$ cat config.mk
export PLATFORM = sky130hd
export DESIGN_NAME = round_robin_task_scheduler_top_flat
export DESIGN_NICKNAME = d
export VERILOG_FILES = /design/src/rtl/rrts_pkg.sv /design/src/rtl/rrts_if.sv /design/src/rtl/round_robin_task_scheduler_top.sv /design/src/rtl/rrts_slot_mem.sv /design/src/flat_wrapper.sv
export SDC_FILE = /design/constraint.sdc
export NUM_CORES = 2
export LEC_CHECK = 0
export ABC_AREA = 1
export BUFFER_PORTS_ARGS = -buffer_cell sky130_fd_sc_hd__buf_4
export CAP_MARGIN = 20
export CORE_MARGIN = 2
export CORE_UTILIZATION = 25
export DETAILED_ROUTE_END_ITERATION = 7
export SLEW_MARGIN = 20
export SYNTH_ARGS = -nofsm -noshare
export SYNTH_HDL_FRONTEND = slang
export SYNTH_HIERARCHICAL = 1
export SYNTH_SLANG_ARGS = --single-unit
$ cat constraint.sdc
create_clock -name clock -period 8.55 [get_ports clock]
set_input_delay 0 -clock clock [delete_from_list [all_inputs] [get_ports clock]]
set_output_delay 0 -clock clock [all_outputs]
set_load 0.01 [all_outputs]
$ cat src/rtl/rrts_pkg.sv
`timescale 1ns / 1ps
package rrts_pkg;
   typedef enum logic [2:0] {
      OP_TICK    = 3'd0,
      OP_ADD     = 3'd1,
      OP_SLEEP   = 3'd2,
      OP_BLOCK   = 3'd3,
      OP_UNBLOCK = 3'd4,
      OP_TERM    = 3'd5
   } op_type;

   typedef enum logic [2:0] {
      TS_FREE  = 3'd0,
      TS_RUN   = 3'd1,
      TS_READY = 3'd2,
      TS_SLEEP = 3'd3,
      TS_BLOCK = 3'd4
   } task_state_type;

   typedef enum logic [1:0] {
      CSR_QUANTUM = 2'd0,
      CSR_TICK    = 2'd1
   } csr_index_type;

   typedef enum logic [4:0] {
      F_IDLE, F_START, F_WAKE_RD, F_WAKE, F_PUSH, F_PUSH_W, F_QUANT, F_SCHED,
      F_ACC, F_POP_RD, F_POP, F_CHK, F_POST, F_RM_RD, F_RM, F_LINK_RD, F_LINK,
      F_SW_RD, F_SW, F_ST_RD, F_ST, F_BLK, F_DONE
   } fsm_type;

   localparam logic [31:0] QUANTUM_RESET = 32'd5000000;
   localparam logic [31:0] TICK_RESET    = 32'd1000000;
endpackage

$ cat src/rtl/rrts_if.sv
`timescale 1ns / 1ps
interface rrts_req_if;
   logic        valid;
   logic        ready;
   logic [2:0]  op;
   logic [3:0]  task_req;
   logic [63:0] now_ns;
   logic [63:0] wake_at_ns;
   modport source (output valid, op, task_req, now_ns, wake_at_ns, input ready);
   modport sink (input valid, op, task_req, now_ns, wake_at_ns, output ready);
endinterface

interface rrts_rsp_if;
   logic       valid;
   logic       ready;
   logic [3:0] current_task;
   logic       cpu_idle;
   logic       switched;
   logic [4:0] woken_count;
   logic       status;
   modport source (output valid, current_task, cpu_idle, switched, woken_count, status,
                   input ready);
   modport sink (input valid, current_task, cpu_idle, switched, woken_count, status,
                 output ready);
endinterface

$ cat src/rtl/round_robin_task_scheduler_top.sv
`timescale 1ns / 1ps
// channel  dir  handshake          payload
// req_ch   in   valid/ready        op, task_req, now_ns, wake_at_ns
// rsp_ch   out  valid/ready        current_task, cpu_idle, switched, woken_count, status
// csr      in   csr_we, no ready   csr_index, csr_wdata
// one transaction at a time: a sequencer walks the slot memory with one read per
// list entry walked (sorted sleep insert, terminate unlink) and writes back only
// the records it changes, including each sleeper woken
// reset is synchronous; slot records come out of reset through valid bits, no sweep
// a held result does not stop the next transaction from being accepted; the one
// after waits in the last state until the result register frees up
module round_robin_task_scheduler_top import rrts_pkg::*; #(
   parameter int MAX_TASKS = 16
) (
   input  logic        clock,
   input  logic        reset,
   rrts_req_if.sink    req_ch,
   rrts_rsp_if.source  rsp_ch,
   input  logic        csr_we,
   input  logic        csr_index,
   input  logic [31:0] csr_wdata
);
   localparam int IW = (MAX_TASKS > 1) ? $clog2(MAX_TASKS) : 1;
   localparam int CW = $clog2(MAX_TASKS + 1);

   typedef struct packed {
      logic [IW-1:0]  link;
      task_state_type st;
      logic [63:0]    wake;
      logic [63:0]    run;
   } rec_type;

   fsm_type fsm_ff, fsm_in, ret_ff, ret_in;
   logic [31:0] quantum_len_ff, tick_int_ff;
   logic [2:0]  op_ff, op_in;
   logic [IW-1:0] t_ff, t_in;
   logic [63:0] now_ff, now_in, wake_at_ff, wake_at_in;
   logic        req_ok_ff, req_ok_in;
   logic [IW-1:0] rhead_ff, rhead_in, rtail_ff, rtail_in, shead_ff, shead_in;
   logic [CW-1:0] rcount_ff, rcount_in, scount_ff, scount_in;
   logic [IW-1:0] running_ff, running_in;
   logic        idle_ff, idle_in;
   logic [31:0] quantum_ff, quantum_in;
   logic [63:0] dispatch_ff, dispatch_in, idle_since_ff, idle_since_in;
   logic [63:0] idle_total_ff, idle_total_in;
   logic [IW-1:0] push_ff, push_in, cur_ff, cur_in, prev_ff, prev_in, save_ff, save_in;
   logic [CW-1:0] idx_ff, idx_in;
   logic        has_prev_ff, has_prev_in, rm_ready_ff, rm_ready_in;
   logic        sw_ff, sw_in, bad_ff, bad_in;
   logic [4:0]  woken_ff, woken_in;
   logic        rsp_valid_ff, rsp_valid_in;
   logic [3:0]  rsp_task_ff, rsp_task_in;
   logic        rsp_idle_ff, rsp_idle_in, rsp_sw_ff, rsp_sw_in, rsp_bad_ff, rsp_bad_in;
   logic [4:0]  rsp_woken_ff, rsp_woken_in;

   logic          mem_we;
   logic [IW-1:0] mem_waddr, mem_raddr;
   rec_type       wr_rec, rd_rec, init_first, init_rest;
   logic [CW-1:0] list_count;

   assign init_first = '{link: '0, st: TS_RUN, wake: '0, run: '0};
   assign init_rest  = '{link: '0, st: TS_FREE, wake: '0, run: '0};

   rrts_slot_mem #(.DEPTH(1 << IW), .WIDTH($bits(rec_type))) u_mem (
      .clock(clock), .reset(reset), .we(mem_we), .waddr(mem_waddr), .wdata(wr_rec),
      .raddr(mem_raddr), .init_first(init_first), .init_rest(init_rest), .rdata(rd_rec)
   );

   assign req_ch.ready = (fsm_ff == F_IDLE);
   assign list_count = rm_ready_ff ? rcount_ff : scount_ff;

   always_comb begin
      fsm_in = fsm_ff; ret_in = ret_ff;
      op_in = op_ff; t_in = t_ff; now_in = now_ff; wake_at_in = wake_at_ff;
      req_ok_in = req_ok_ff;
      rhead_in = rhead_ff; rtail_in = rtail_ff; rcount_in = rcount_ff;
      shead_in = shead_ff; scount_in = scount_ff;
      running_in = running_ff; idle_in = idle_ff; quantum_in = quantum_ff;
      dispatch_in = dispatch_ff; idle_since_in = idle_since_ff;
      idle_total_in = idle_total_ff;
      push_in = push_ff; cur_in = cur_ff; prev_in = prev_ff; save_in = save_ff;
      idx_in = idx_ff; has_prev_in = has_prev_ff; rm_ready_in = rm_ready_ff;
      sw_in = sw_ff; bad_in = bad_ff; woken_in = woken_ff;
      rsp_valid_in = rsp_valid_ff & ~rsp_ch.ready;
      rsp_task_in = rsp_task_ff; rsp_idle_in = rsp_idle_ff; rsp_sw_in = rsp_sw_ff;
      rsp_woken_in = rsp_woken_ff; rsp_bad_in = rsp_bad_ff;
      mem_we = 1'b0; mem_waddr = '0; mem_raddr = '0; wr_rec = rd_rec;

      case (fsm_ff)
         F_IDLE: begin
            if (req_ch.valid) begin
               op_in = req_ch.op;
               t_in = IW'(req_ch.task_req);
               req_ok_in = ({28'd0, req_ch.task_req} < 32'(MAX_TASKS));
               now_in = req_ch.now_ns;
               wake_at_in = req_ch.wake_at_ns;
               sw_in = 1'b0; bad_in = 1'b0; woken_in = '0;
               fsm_in = F_START;
            end
         end
         F_START: begin
            case (op_ff)
               OP_TICK: fsm_in = F_WAKE_RD;
               OP_ADD, OP_UNBLOCK, OP_TERM: begin
                  mem_raddr = t_ff;
                  if (!req_ok_ff) begin
                     bad_in = 1'b1; fsm_in = F_DONE;
                  end else begin
                     fsm_in = F_CHK;
                  end
               end
               OP_SLEEP: begin
                  cur_in = shead_ff; idx_in = '0; has_prev_in = 1'b0;
                  if (idle_ff) begin
                     bad_in = 1'b1; fsm_in = F_DONE;
                  end else begin
                     fsm_in = F_SW_RD;
                  end
               end
               OP_BLOCK: begin
                  mem_raddr = running_ff;
                  if (idle_ff) begin
                     bad_in = 1'b1; fsm_in = F_DONE;
                  end else begin
                     fsm_in = F_BLK;
                  end
               end
               default: begin
                  bad_in = 1'b1; fsm_in = F_DONE;
               end
            endcase
         end
         F_WAKE_RD: begin
            mem_raddr = shead_ff;
            fsm_in = (scount_ff != '0) ? F_WAKE : F_QUANT;
         end
         F_WAKE: begin
            if (rd_rec.wake <= now_ff) begin
               mem_we = 1'b1; mem_waddr = shead_ff;
               wr_rec.link = '0; wr_rec.st = TS_READY;
               shead_in = rd_rec.link;
               scount_in = scount_ff - CW'(1);
               woken_in = woken_ff + 5'd1;
               push_in = shead_ff; ret_in = F_WAKE_RD; fsm_in = F_PUSH;
            end else begin
               fsm_in = F_QUANT;
            end
         end
         F_PUSH: begin
            mem_raddr = rtail_ff;
            if (rcount_ff == '0) begin
               rhead_in = push_ff; rtail_in = push_ff;
               rcount_in = rcount_ff + CW'(1);
               fsm_in = ret_ff;
            end else begin
               fsm_in = F_PUSH_W;
            end
         end
         F_PUSH_W: begin
            mem_we = 1'b1; mem_waddr = rtail_ff; wr_rec.link = push_ff;
            rtail_in = push_ff; rcount_in = rcount_ff + CW'(1);
            fsm_in = ret_ff;
         end
         F_QUANT: begin
            fsm_in = F_DONE;
            if (idle_ff) begin
               if (rcount_ff != '0) fsm_in = F_SCHED;
            end else if (quantum_ff != '0) begin
               if (quantum_ff <= tick_int_ff) fsm_in = F_SCHED;
               else quantum_in = quantum_ff - tick_int_ff;
            end
         end
         F_SCHED: begin
            mem_raddr = running_ff;
            if (idle_ff) begin
               idle_total_in = idle_total_ff + (now_ff - idle_since_ff);
               idle_since_in = now_ff;
               fsm_in = (rcount_ff != '0) ? F_POP_RD : F_DONE;
            end else begin
               fsm_in = F_ACC;
            end
         end
         F_ACC: begin
            mem_we = 1'b1; mem_waddr = running_ff;
            wr_rec.run = rd_rec.run + (now_ff - dispatch_ff);
            dispatch_in = now_ff;
            if (rcount_ff != '0) begin
               if (rd_rec.st == TS_RUN) begin
                  wr_rec.st = TS_READY; wr_rec.link = '0;
                  push_in = running_ff; ret_in = F_POP_RD; fsm_in = F_PUSH;
               end else begin
                  fsm_in = F_POP_RD;
               end
            end else begin
               if (rd_rec.st != TS_RUN) begin
                  idle_in = 1'b1; idle_since_in = now_ff; quantum_in = '0;
               end
               fsm_in = F_DONE;
            end
         end
         F_POP_RD: begin
            mem_raddr = rhead_ff;
            fsm_in = F_POP;
         end
         F_POP: begin
            mem_we = 1'b1; mem_waddr = rhead_ff; wr_rec.st = TS_RUN;
            rhead_in = rd_rec.link; rcount_in = rcount_ff - CW'(1);
            sw_in = idle_ff | (rhead_ff != running_ff);
            running_in = rhead_ff; idle_in = 1'b0;
            quantum_in = quantum_len_ff; dispatch_in = now_ff;
            fsm_in = F_DONE;
         end
         F_CHK: begin
            mem_waddr = t_ff;
            fsm_in = F_DONE;
            case (op_ff)
               OP_ADD, OP_UNBLOCK: begin
                  if (rd_rec.st != ((op_ff == OP_ADD) ? TS_FREE : TS_BLOCK)) begin
                     bad_in = 1'b1;
                  end else begin
                     mem_we = 1'b1;
                     wr_rec.link = '0; wr_rec.st = TS_READY;
                     if (op_ff == OP_ADD) wr_rec.run = '0;
                     push_in = t_ff; ret_in = F_POST; fsm_in = F_PUSH;
                  end
               end
               default: begin
                  if (rd_rec.st == TS_FREE) begin
                     bad_in = 1'b1;
                  end else begin
                     mem_we = 1'b1; wr_rec.st = TS_FREE;
                     idx_in = '0; ret_in = F_DONE;
                     if (rd_rec.st == TS_READY) begin
                        rm_ready_in = 1'b1; cur_in = rhead_ff; fsm_in = F_RM_RD;
                     end else if (rd_rec.st == TS_SLEEP) begin
                        rm_ready_in = 1'b0; cur_in = shead_ff; fsm_in = F_RM_RD;
                     end else if (rd_rec.st == TS_RUN && !idle_ff && t_ff == running_ff) begin
                        fsm_in = F_SCHED;
                     end
                  end
               end
            endcase
         end
         F_POST: fsm_in = idle_ff ? F_SCHED : F_DONE;
         F_RM_RD: begin
            mem_raddr = cur_ff;
            fsm_in = (idx_ff < list_count) ? F_RM : F_DONE;
         end
         F_RM: begin
            if (cur_ff == t_ff) begin
               if (rm_ready_ff) begin
                  rcount_in = rcount_ff - CW'(1);
                  if ((idx_ff + CW'(1)) == rcount_ff) rtail_in = prev_ff;
               end else begin
                  scount_in = scount_ff - CW'(1);
               end
               if (idx_ff == '0) begin
                  if (rm_ready_ff) rhead_in = rd_rec.link;
                  else shead_in = rd_rec.link;
                  fsm_in = F_DONE;
               end else begin
                  save_in = rd_rec.link; fsm_in = F_LINK_RD;
               end
            end else begin
               prev_in = cur_ff; cur_in = rd_rec.link;
               idx_in = idx_ff + CW'(1); fsm_in = F_RM_RD;
            end
         end
         F_LINK_RD: begin
            mem_raddr = prev_ff;
            fsm_in = F_LINK;
         end
         F_LINK: begin
            mem_we = 1'b1; mem_waddr = prev_ff; wr_rec.link = save_ff;
            fsm_in = ret_ff;
         end
         F_SW_RD: begin
            mem_raddr = cur_ff;
            fsm_in = (idx_ff < scount_ff) ? F_SW : F_ST_RD;
         end
         F_SW: begin
            if (rd_rec.wake <= wake_at_ff) begin
               prev_in = cur_ff; save_in = rd_rec.link; has_prev_in = 1'b1;
               cur_in = rd_rec.link; idx_in = idx_ff + CW'(1); fsm_in = F_SW_RD;
            end else begin
               fsm_in = F_ST_RD;
            end
         end
         F_ST_RD: begin
            mem_raddr = running_ff;
            fsm_in = F_ST;
         end
         F_ST: begin
            mem_we = 1'b1; mem_waddr = running_ff;
            wr_rec.link = has_prev_ff ? save_ff : shead_ff;
            wr_rec.st = TS_SLEEP; wr_rec.wake = wake_at_ff;
            scount_in = scount_ff + CW'(1);
            if (has_prev_ff) begin
               save_in = running_ff; ret_in = F_SCHED; fsm_in = F_LINK_RD;
            end else begin
               shead_in = running_ff; fsm_in = F_SCHED;
            end
         end
         F_BLK: begin
            mem_we = 1'b1; mem_waddr = running_ff; wr_rec.st = TS_BLOCK;
            fsm_in = F_SCHED;
         end
         F_DONE: begin
            if (!rsp_valid_ff || rsp_ch.ready) begin
               rsp_valid_in = 1'b1;
               rsp_task_in = idle_ff ? 4'd0 : 4'(running_ff);
               rsp_idle_in = idle_ff; rsp_sw_in = sw_ff;
               rsp_woken_in = woken_ff; rsp_bad_in = bad_ff;
               fsm_in = F_IDLE;
            end
         end
         default: fsm_in = F_IDLE;
      endcase
   end

   always_ff @(posedge clock) begin
      if (reset) begin
         fsm_ff <= F_IDLE; ret_ff <= F_DONE;
         quantum_len_ff <= QUANTUM_RESET; tick_int_ff <= TICK_RESET;
         rhead_ff <= '0; rtail_ff <= '0; rcount_ff <= '0;
         shead_ff <= '0; scount_ff <= '0;
         running_ff <= '0; idle_ff <= 1'b0; quantum_ff <= '0;
         dispatch_ff <= '0; idle_since_ff <= '0; idle_total_ff <= '0;
         rsp_valid_ff <= 1'b0;
      end else begin
         fsm_ff <= fsm_in; ret_ff <= ret_in;
         if (csr_we) begin
            if (csr_index == CSR_QUANTUM[0]) quantum_len_ff <= csr_wdata;
            else tick_int_ff <= csr_wdata;
         end
         rhead_ff <= rhead_in; rtail_ff <= rtail_in; rcount_ff <= rcount_in;
         shead_ff <= shead_in; scount_ff <= scount_in;
         running_ff <= running_in; idle_ff <= idle_in; quantum_ff <= quantum_in;
         dispatch_ff <= dispatch_in; idle_since_ff <= idle_since_in;
         idle_total_ff <= idle_total_in;
         rsp_valid_ff <= rsp_valid_in;
      end
   end

   always_ff @(posedge clock) begin
      op_ff <= op_in; t_ff <= t_in; now_ff <= now_in; wake_at_ff <= wake_at_in;
      req_ok_ff <= req_ok_in;
      push_ff <= push_in; cur_ff <= cur_in; prev_ff <= prev_in; save_ff <= save_in;
      idx_ff <= idx_in; has_prev_ff <= has_prev_in; rm_ready_ff <= rm_ready_in;
      sw_ff <= sw_in; bad_ff <= bad_in; woken_ff <= woken_in;
      rsp_task_ff <= rsp_task_in; rsp_idle_ff <= rsp_idle_in; rsp_sw_ff <= rsp_sw_in;
      rsp_woken_ff <= rsp_woken_in; rsp_bad_ff <= rsp_bad_in;
   end

   assign rsp_ch.valid        = rsp_valid_ff;
   assign rsp_ch.current_task = rsp_task_ff;
   assign rsp_ch.cpu_idle     = rsp_idle_ff;
   assign rsp_ch.switched     = rsp_sw_ff;
   assign rsp_ch.woken_count  = rsp_woken_ff;
   assign rsp_ch.status       = rsp_bad_ff;
endmodule

$ cat src/rtl/rrts_slot_mem.sv
`timescale 1ns / 1ps
module rrts_slot_mem #(
   parameter int DEPTH = 16,
   parameter int WIDTH = 8
) (
   input  logic                     clock,
   input  logic                     reset,
   input  logic                     we,
   input  logic [$clog2(DEPTH)-1:0] waddr,
   input  logic [WIDTH-1:0]         wdata,
   input  logic [$clog2(DEPTH)-1:0] raddr,
   input  logic [WIDTH-1:0]         init_first,
   input  logic [WIDTH-1:0]         init_rest,
   output logic [WIDTH-1:0]         rdata
);
   logic [WIDTH-1:0] mem [DEPTH];
   logic [DEPTH-1:0] valid_ff;
   logic [WIDTH-1:0] rd_ff;
   logic             rd_valid_ff;
   logic             rd_first_ff;

   always_ff @(posedge clock) begin
      if (we) begin
         mem[waddr] <= wdata;
      end
      rd_ff <= mem[raddr];
   end

   // entries never written read as their reset value
   always_ff @(posedge clock) begin
      if (reset) begin
         valid_ff    <= '0;
         rd_valid_ff <= 1'b0;
         rd_first_ff <= 1'b0;
      end else begin
         if (we) begin
            valid_ff[waddr] <= 1'b1;
         end
         rd_valid_ff <= valid_ff[raddr];
         rd_first_ff <= (raddr == '0);
      end
   end

   assign rdata = rd_valid_ff ? rd_ff : (rd_first_ff ? init_first : init_rest);
endmodule

$ cat src/flat_wrapper.sv
// flat-port wrapper written by rule: the top's interface ports become plain ports
module round_robin_task_scheduler_top_flat import rrts_pkg::*;
#(
   parameter int MAX_TASKS = 16
)
  (clock, reset, csr_we, csr_index, csr_wdata, req_ch_valid, req_ch_op, req_ch_task_req, req_ch_now_ns, req_ch_wake_at_ns, req_ch_ready, rsp_ch_valid, rsp_ch_current_task, rsp_ch_cpu_idle, rsp_ch_switched, rsp_ch_woken_count, rsp_ch_status, rsp_ch_ready);
  rrts_req_if req_ch_i ();
  rrts_rsp_if rsp_ch_i ();
  input  logic clock;
  input  logic reset;
  input  logic csr_we;
  input  logic csr_index;
  input  logic [31:0] csr_wdata;
  input wire logic [$bits(req_ch_i.valid)-1:0] req_ch_valid;
  input wire logic [$bits(req_ch_i.op)-1:0] req_ch_op;
  input wire logic [$bits(req_ch_i.task_req)-1:0] req_ch_task_req;
  input wire logic [$bits(req_ch_i.now_ns)-1:0] req_ch_now_ns;
  input wire logic [$bits(req_ch_i.wake_at_ns)-1:0] req_ch_wake_at_ns;
  output wire logic [$bits(req_ch_i.ready)-1:0] req_ch_ready;
  output wire logic [$bits(rsp_ch_i.valid)-1:0] rsp_ch_valid;
  output wire logic [$bits(rsp_ch_i.current_task)-1:0] rsp_ch_current_task;
  output wire logic [$bits(rsp_ch_i.cpu_idle)-1:0] rsp_ch_cpu_idle;
  output wire logic [$bits(rsp_ch_i.switched)-1:0] rsp_ch_switched;
  output wire logic [$bits(rsp_ch_i.woken_count)-1:0] rsp_ch_woken_count;
  output wire logic [$bits(rsp_ch_i.status)-1:0] rsp_ch_status;
  input wire logic [$bits(rsp_ch_i.ready)-1:0] rsp_ch_ready;
  assign req_ch_i.valid = req_ch_valid;
  assign req_ch_i.op = req_ch_op;
  assign req_ch_i.task_req = req_ch_task_req;
  assign req_ch_i.now_ns = req_ch_now_ns;
  assign req_ch_i.wake_at_ns = req_ch_wake_at_ns;
  assign req_ch_ready = req_ch_i.ready;
  assign rsp_ch_valid = rsp_ch_i.valid;
  assign rsp_ch_current_task = rsp_ch_i.current_task;
  assign rsp_ch_cpu_idle = rsp_ch_i.cpu_idle;
  assign rsp_ch_switched = rsp_ch_i.switched;
  assign rsp_ch_woken_count = rsp_ch_i.woken_count;
  assign rsp_ch_status = rsp_ch_i.status;
  assign rsp_ch_i.ready = rsp_ch_ready;
  round_robin_task_scheduler_top #(.MAX_TASKS(MAX_TASKS)) u_core (.clock(clock), .reset(reset), .req_ch(req_ch_i), .rsp_ch(rsp_ch_i), .csr_we(csr_we), .csr_index(csr_index), .csr_wdata(csr_wdata));
endmodule
# Word level (Yosys, flattened, before mapping)
# Memory sizes are Yosys's and may differ from the RTL's. A register that Yosys moved wholly into a read port is not among the register bits.
# Index checks and enable logic that the tools add are counted.
[classes] n_addsub=9 order_cmp=8 n_eq_ne=70 n_mux=148 bitwise=7 reduce_logical=64
[op_table] cell="2-to-1 mux 64 bit" count=4
[op_table] cell="2-to-1 mux 5 bit" count=41
[op_table] cell="2-to-1 mux 32 bit" count=5
[op_table] cell="2-to-1 mux 4 bit" count=34
[op_table] cell="2-to-1 mux 135 bit" count=1
[op_table] cell="2-to-1 mux 129 bit" count=1
[op_table] cell="less-or-equal comparator 64 bit" count=2
[op_table] cell="one-hot mux 64 bit (2 select lines)" count=1
[op_table] cell="one-hot mux 5 bit (22 select lines)" count=1
[op_table] cell="one-hot mux 32 bit (3 select lines)" count=1
[op_table] cell="one-hot mux 5 bit (4 select lines)" count=4
[op_table] cell="adder 64 bit" count=1
[op_table] cell="subtractor 64 bit" count=1
[op_table] cell="one-hot mux 4 bit (3 select lines)" count=5
[op_table] cell="one-hot mux 4 bit (6 select lines)" count=2
[op_table] cell="equality test 5 x 4 -> 1 bit (second input constant)" count=8
[op_table] cell="equality test 5 bit (second input constant)" count=7
[op_table] cell="less-or-equal comparator 32 bit" count=1
[op_table] cell="nonzero test 32 bit" count=1
[op_table] cell="subtractor 32 bit" count=1
[op_table] cell="!= test 2 bit (second input constant)" count=15
[op_table] cell="2-to-1 mux 7 bit" count=4
[op_table] cell="one-hot mux 4 bit (7 select lines)" count=1
[op_table] cell="!= test 2 x 1 -> 1 bit (second input constant)" count=13
[op_table] cell="54 further kinds" count=151
[word_totals] regBits=393 ramBits=2160 in_bits=173 n_memories=1
[mem_list] memory="u_core.u_mem.mem" depth=16 width=135 read_ports=1 rd_ports_with_merged_regs=1 wr=1 line="rrts_slot_mem.sv:16" rtl="logic [WIDTH-1:0] mem [DEPTH];"

# Depth between registers and ports, before layout
[logic_depth] word_depth=11 depth_mapped=30 ltp_nobuf=27

# Hierarchy
# The synthesis kept the hierarchy.
[by_module_without_submodules] mod="rrts_slot_mem" n_inst=1 cells_each=7266 area_per_inst_um2=90659.4
[by_module_without_submodules] mod="round_robin_task_scheduler_top" n_inst=1 cells_each=3906 area_per_inst_um2=28148.2

# Worst setup path before layout
# Ideal clock, no wire load.
[synth_timing] kind="register -> register" startpoint="register u_core.u_mem.rd_valid_ff" endpoint="memory u_core/u_mem/mem[12][0] in the netlist's numbering, enable pin" setup_ns=0.632 arrival_time_ns=8.526 required_ns=7.918 setup_slack_ns=-0.608 path_stages_with_launch=23 n_path_buf=3 path_cell_list="dfxtp_1 -> buf_2 -> clkbuf_1 -> clkbuf_1 -> a21oi_1 -> a21oi_1 -> ha_1 -> a21o_1 -> nor2_1 -> nand2_1 -> nand2_1 -> nand2_1 -> nand2_1 -> nand2_1 -> nand2_1 -> nand2_1 -> nand2_1 -> nand2_1 -> o21ai_0 -> inv_1 -> nor3_1 -> inv_1 -> nor2_1"
[synth_rtl] item="start: declaration" line="rrts_slot_mem.sv:19" rtl="logic rd_valid_ff;"
[synth_rtl] item="start signal: assignment" line="rrts_slot_mem.sv:39" rtl="rd_valid_ff <= valid_ff[raddr];"
[synth_rtl] item="end: declaration" line="rrts_slot_mem.sv:16"

==> run_results.csv <==
group,metric,value,unit
critical_path,setup.reg_to_reg.worst_slack,1.53,ns
routing,antenna_violating_nets_post_route,0,
finish,fin_nets,7288,
sta,slew_viol_final,0,
finish,drive_above_1_share,8.882,%
floorplanning,die_width,524.6,um
placed_design,dpl.hpwl,123.4,mm
pwr,power_per_standard_cell_area,315.7,mW/mm^2
job,cap_violations,0,
clock_network,cts.sinks,1536,
global_routing,grt_antenna_before_repair,9,
floorplanning,boundaryPins,187,
run_status,run_status,"complete, no violations",
routing,detail_route.wl_per_cell,18.89,um
critical_path,cp_max_fo,52,
floorplanning,fp.dieArea,0.2752,sq mm
pwr,peakVddDrop,0.2211,mV
sta,clock_skew,0.1178,ns
critical_path,worstSetupPathType,"register to register",
clock_network,cts_root_buffer,"sky130_fd_sc_hd__clkbuf_16",
critical_path,worstSetupEndpointType,"register",
clock_network,cts_max_path_buffers,4,
clock_network,cts.htree.levels,4,
min_path,hold_path_end,"u_core/wake_at_ff[57]",
routing,finalWirelength,200.9,mm
critical_path,arrival,7.45,ns
placed_design,dpl_worst_slack,1.522,ns
critical_path,worstPathRequired,8.98,ns
routing,post-route-drc-count,0,
finish,most_used_cells_in_the_layout_excluding_fill_and_tap_cells,"sky130_fd_sc_hd__edfxtp_1 (1,313), sky130_fd_sc_hd__nor2_1 (1,104), sky130_fd_sc_hd__nand2_1 (809)",
routing,drtIter0Drc,4793,
synth,yosysWarnings,6,
floorplanning,cell_rows,191,
sta,maxClockFrequency,0.1425,GHz
clock_network,post-cts-setup-buffers,0,
routing,route.vias.total,49230,
synth,postSynthCellCount,6427,
pwr,leakage,30.15,nW
global_routing,grt_pass1_wl,300.6,mm
pwr,cellInternalPower,0.01647,W
routing,dr.pass1.iters,6,
min_path,holdPathStages,2,
synth,synthesis.area_per_instance,10.54,sq um
clock_network,clk_transition_reported_paths,0.06,ns
critical_path,startpoint_of_the_worst_register_to_register_path,"u_core/u_mem/rd_valid_ff",
sta,rsz0062_at_grt,"false",
sta,fin_tns_setup,0,ns
floorplanning,die_h,524.6,um
sta,finalCriticalPeriod,7.020,ns
sta,timing.final.crit_share,82.10,%
finish,fin_util,30.28,%
global_routing,grt_remaining_overflow,0,
floorplanning,coreArea,0.2703,sq mm
sta,finalSetupViolCount,0,
global_routing,grt_max_degree,209,
clock_network,post_cts_resized,0,
global_routing,global_route_usage_over_all_layers,14.04,%
min_path,worstHoldStart,"req_ch_wake_at_ns[57]",
pwr,pwr-share-seq,40.5,%
sta,timing.final.ws_setup,1.530,ns
critical_path,timing.critical_path.from_type,"register",
pwr,total_switching_power,0.009365,W
critical_path,reg2reg_depth,16,
pwr,p_clk_share,27.2,%
finish,finish.cell_count_without_fillers,10630,
placed_design,numPlacedInstances,10020,
pwr,share_comb_of_total_power,32.3,%
finish,layout.filler_cells,27460,
clock_network,numCtsBuffers,167,
finish,layout_commonest_cell,"sky130_fd_sc_hd__edfxtp_1",
clock_network,clk-insertion-delay-late,0.85,ns
placed_design,globalplace.congestion,0.8923,
sta,worstMarginPinSlew,1.187,ns
routing,routed_via_density,4.631,
placed_design,port_buffers,186,
synth,synth_area,0.06776,sq mm
clock_network,tritoncts,"done",
sta,timing.hold.ws,0.04126,ns
critical_path,reg2reg_to,"u_core/u_mem/mem[6][115]",
sta,relSlewSlack,20.02,%
clock_network,cts_hold_buf,320,
sta,report.final.hold_viol_count,0,
min_path,timing.hold.worst.class,"primary input to register",
floorplanning,floorplan.initialDensity,25.07,%
global_routing,via_count_of_the_first_global_routing_pass,47420,
finish,area_growth,20.78,%
pwr,power_switching_share,36.24,%
==> layout make-up <==
cell class	instances	area, sq um	area share (%)
Sequential cell	1536	43900	53.64
Multi-Input combinational cell	4145	20830	25.45
Timing Repair Buffer	620	5637	6.888
Tap cell	3570	4467	5.458
Clock buffer	207	4444	5.431
Inverter	465	1770	2.163
Clock inverter	86	787.0	0.9617
Antenna cell	2	5.005	0.006115
==> metrics by stage <==
stage / power (W) / cell area [sq um]
after floorplan: 0.01560 / 68280
after global placement: 0.01854 / 73290
after detailed placement: 0.01872 / 73350
after CTS: 0.02593 / 81780
after global routing: 0.02729 / 81830
final: 0.02584 / 81840
==> state kept, by name (all words and copies together) (netlist names), 16 cells and up <==
name                   cells
u_core/wake_at_ff         64
u_core/u_mem/mem        1136
u_core/u_mem/valid_ff     16
u_core/quantum_len_ff     32
u_core/quantum_ff         32
u_core/now_ff             64
u_core/tick_int_ff        32
u_core/u_mem/rd_ff        71
==> worst max-delay path, cell delays in order (launching register included) <==
cell and delay [ns]:
sky130_fd_sc_hd__dfxtp_4 0.72, sky130_fd_sc_hd__clkinv_2 0.74, sky130_fd_sc_hd__nor2_1 0.31, sky130_fd_sc_hd__a21oi_1 0.11
sky130_fd_sc_hd__ha_1 0.31, sky130_fd_sc_hd__nand2_1 0.07, sky130_fd_sc_hd__nor2_1 0.15, sky130_fd_sc_hd__nand2_1 0.11
sky130_fd_sc_hd__nor3b_1 0.84, sky130_fd_sc_hd__and3_1 0.43, sky130_fd_sc_hd__nand3b_1 0.15, sky130_fd_sc_hd__nand2_1 0.22
sky130_fd_sc_hd__nand2_1 0.21, sky130_fd_sc_hd__o21ai_0 0.41, sky130_fd_sc_hd__nand3_1 0.43, sky130_fd_sc_hd__nor2_4 0.86
sky130_fd_sc_hd__buf_12 0.38
==> power groups by stage <==
stage	registers [W]	clock network (W)	logic, W
6_report	0.0105	0.00703	0.00836
5_1_grt	0.0105	0.00748	0.00928
4_1_cts	0.0105	0.00719	0.00828
3_5_place_dp	0.0106	0	0.00811
3_3_place_gp	0.0106	0	0.00793
2_1_floorplan	0.0105	0	0.00509
==> how the worst max path moves through the flow <==
stage | from | endpoint | slack, ns | depth (start not counted)
3_5_place_dp | u_core/u_mem/rd_valid_ff | u_core/u_mem/mem[11][124] | 1.52 | 18
3_3_place_gp | u_core/u_mem/rd_valid_ff | u_core/u_mem/mem[0][108] | 1.69 | 18
5_1_grt | u_core/u_mem/rd_valid_ff | u_core/u_mem/mem[11][109] | 1.08 | 18
2_1_floorplan | u_core/u_mem/rd_valid_ff | u_core/u_mem/mem[12][100] | 2.27 | 22
4_1_cts | u_core/u_mem/rd_valid_ff | u_core/u_mem/mem[11][109] | 1.46 | 18
6_report | u_core/u_mem/rd_valid_ff | u_core/u_mem/mem[6][115] | 1.53 | 16
==> per-layer routing <==
metal / vias up / part of all wire, % / track usage (%)
li1: 23220 / - / -
met1: 23840 / 45 / 19.97
met2: 1872 / 44 / 21.90
met3: 291 / 8.0 / 2.629
met4: 6 / 2.2 / 3.409
met5: - / 0.017 / 0
Power figures use the tool's default switching activity.
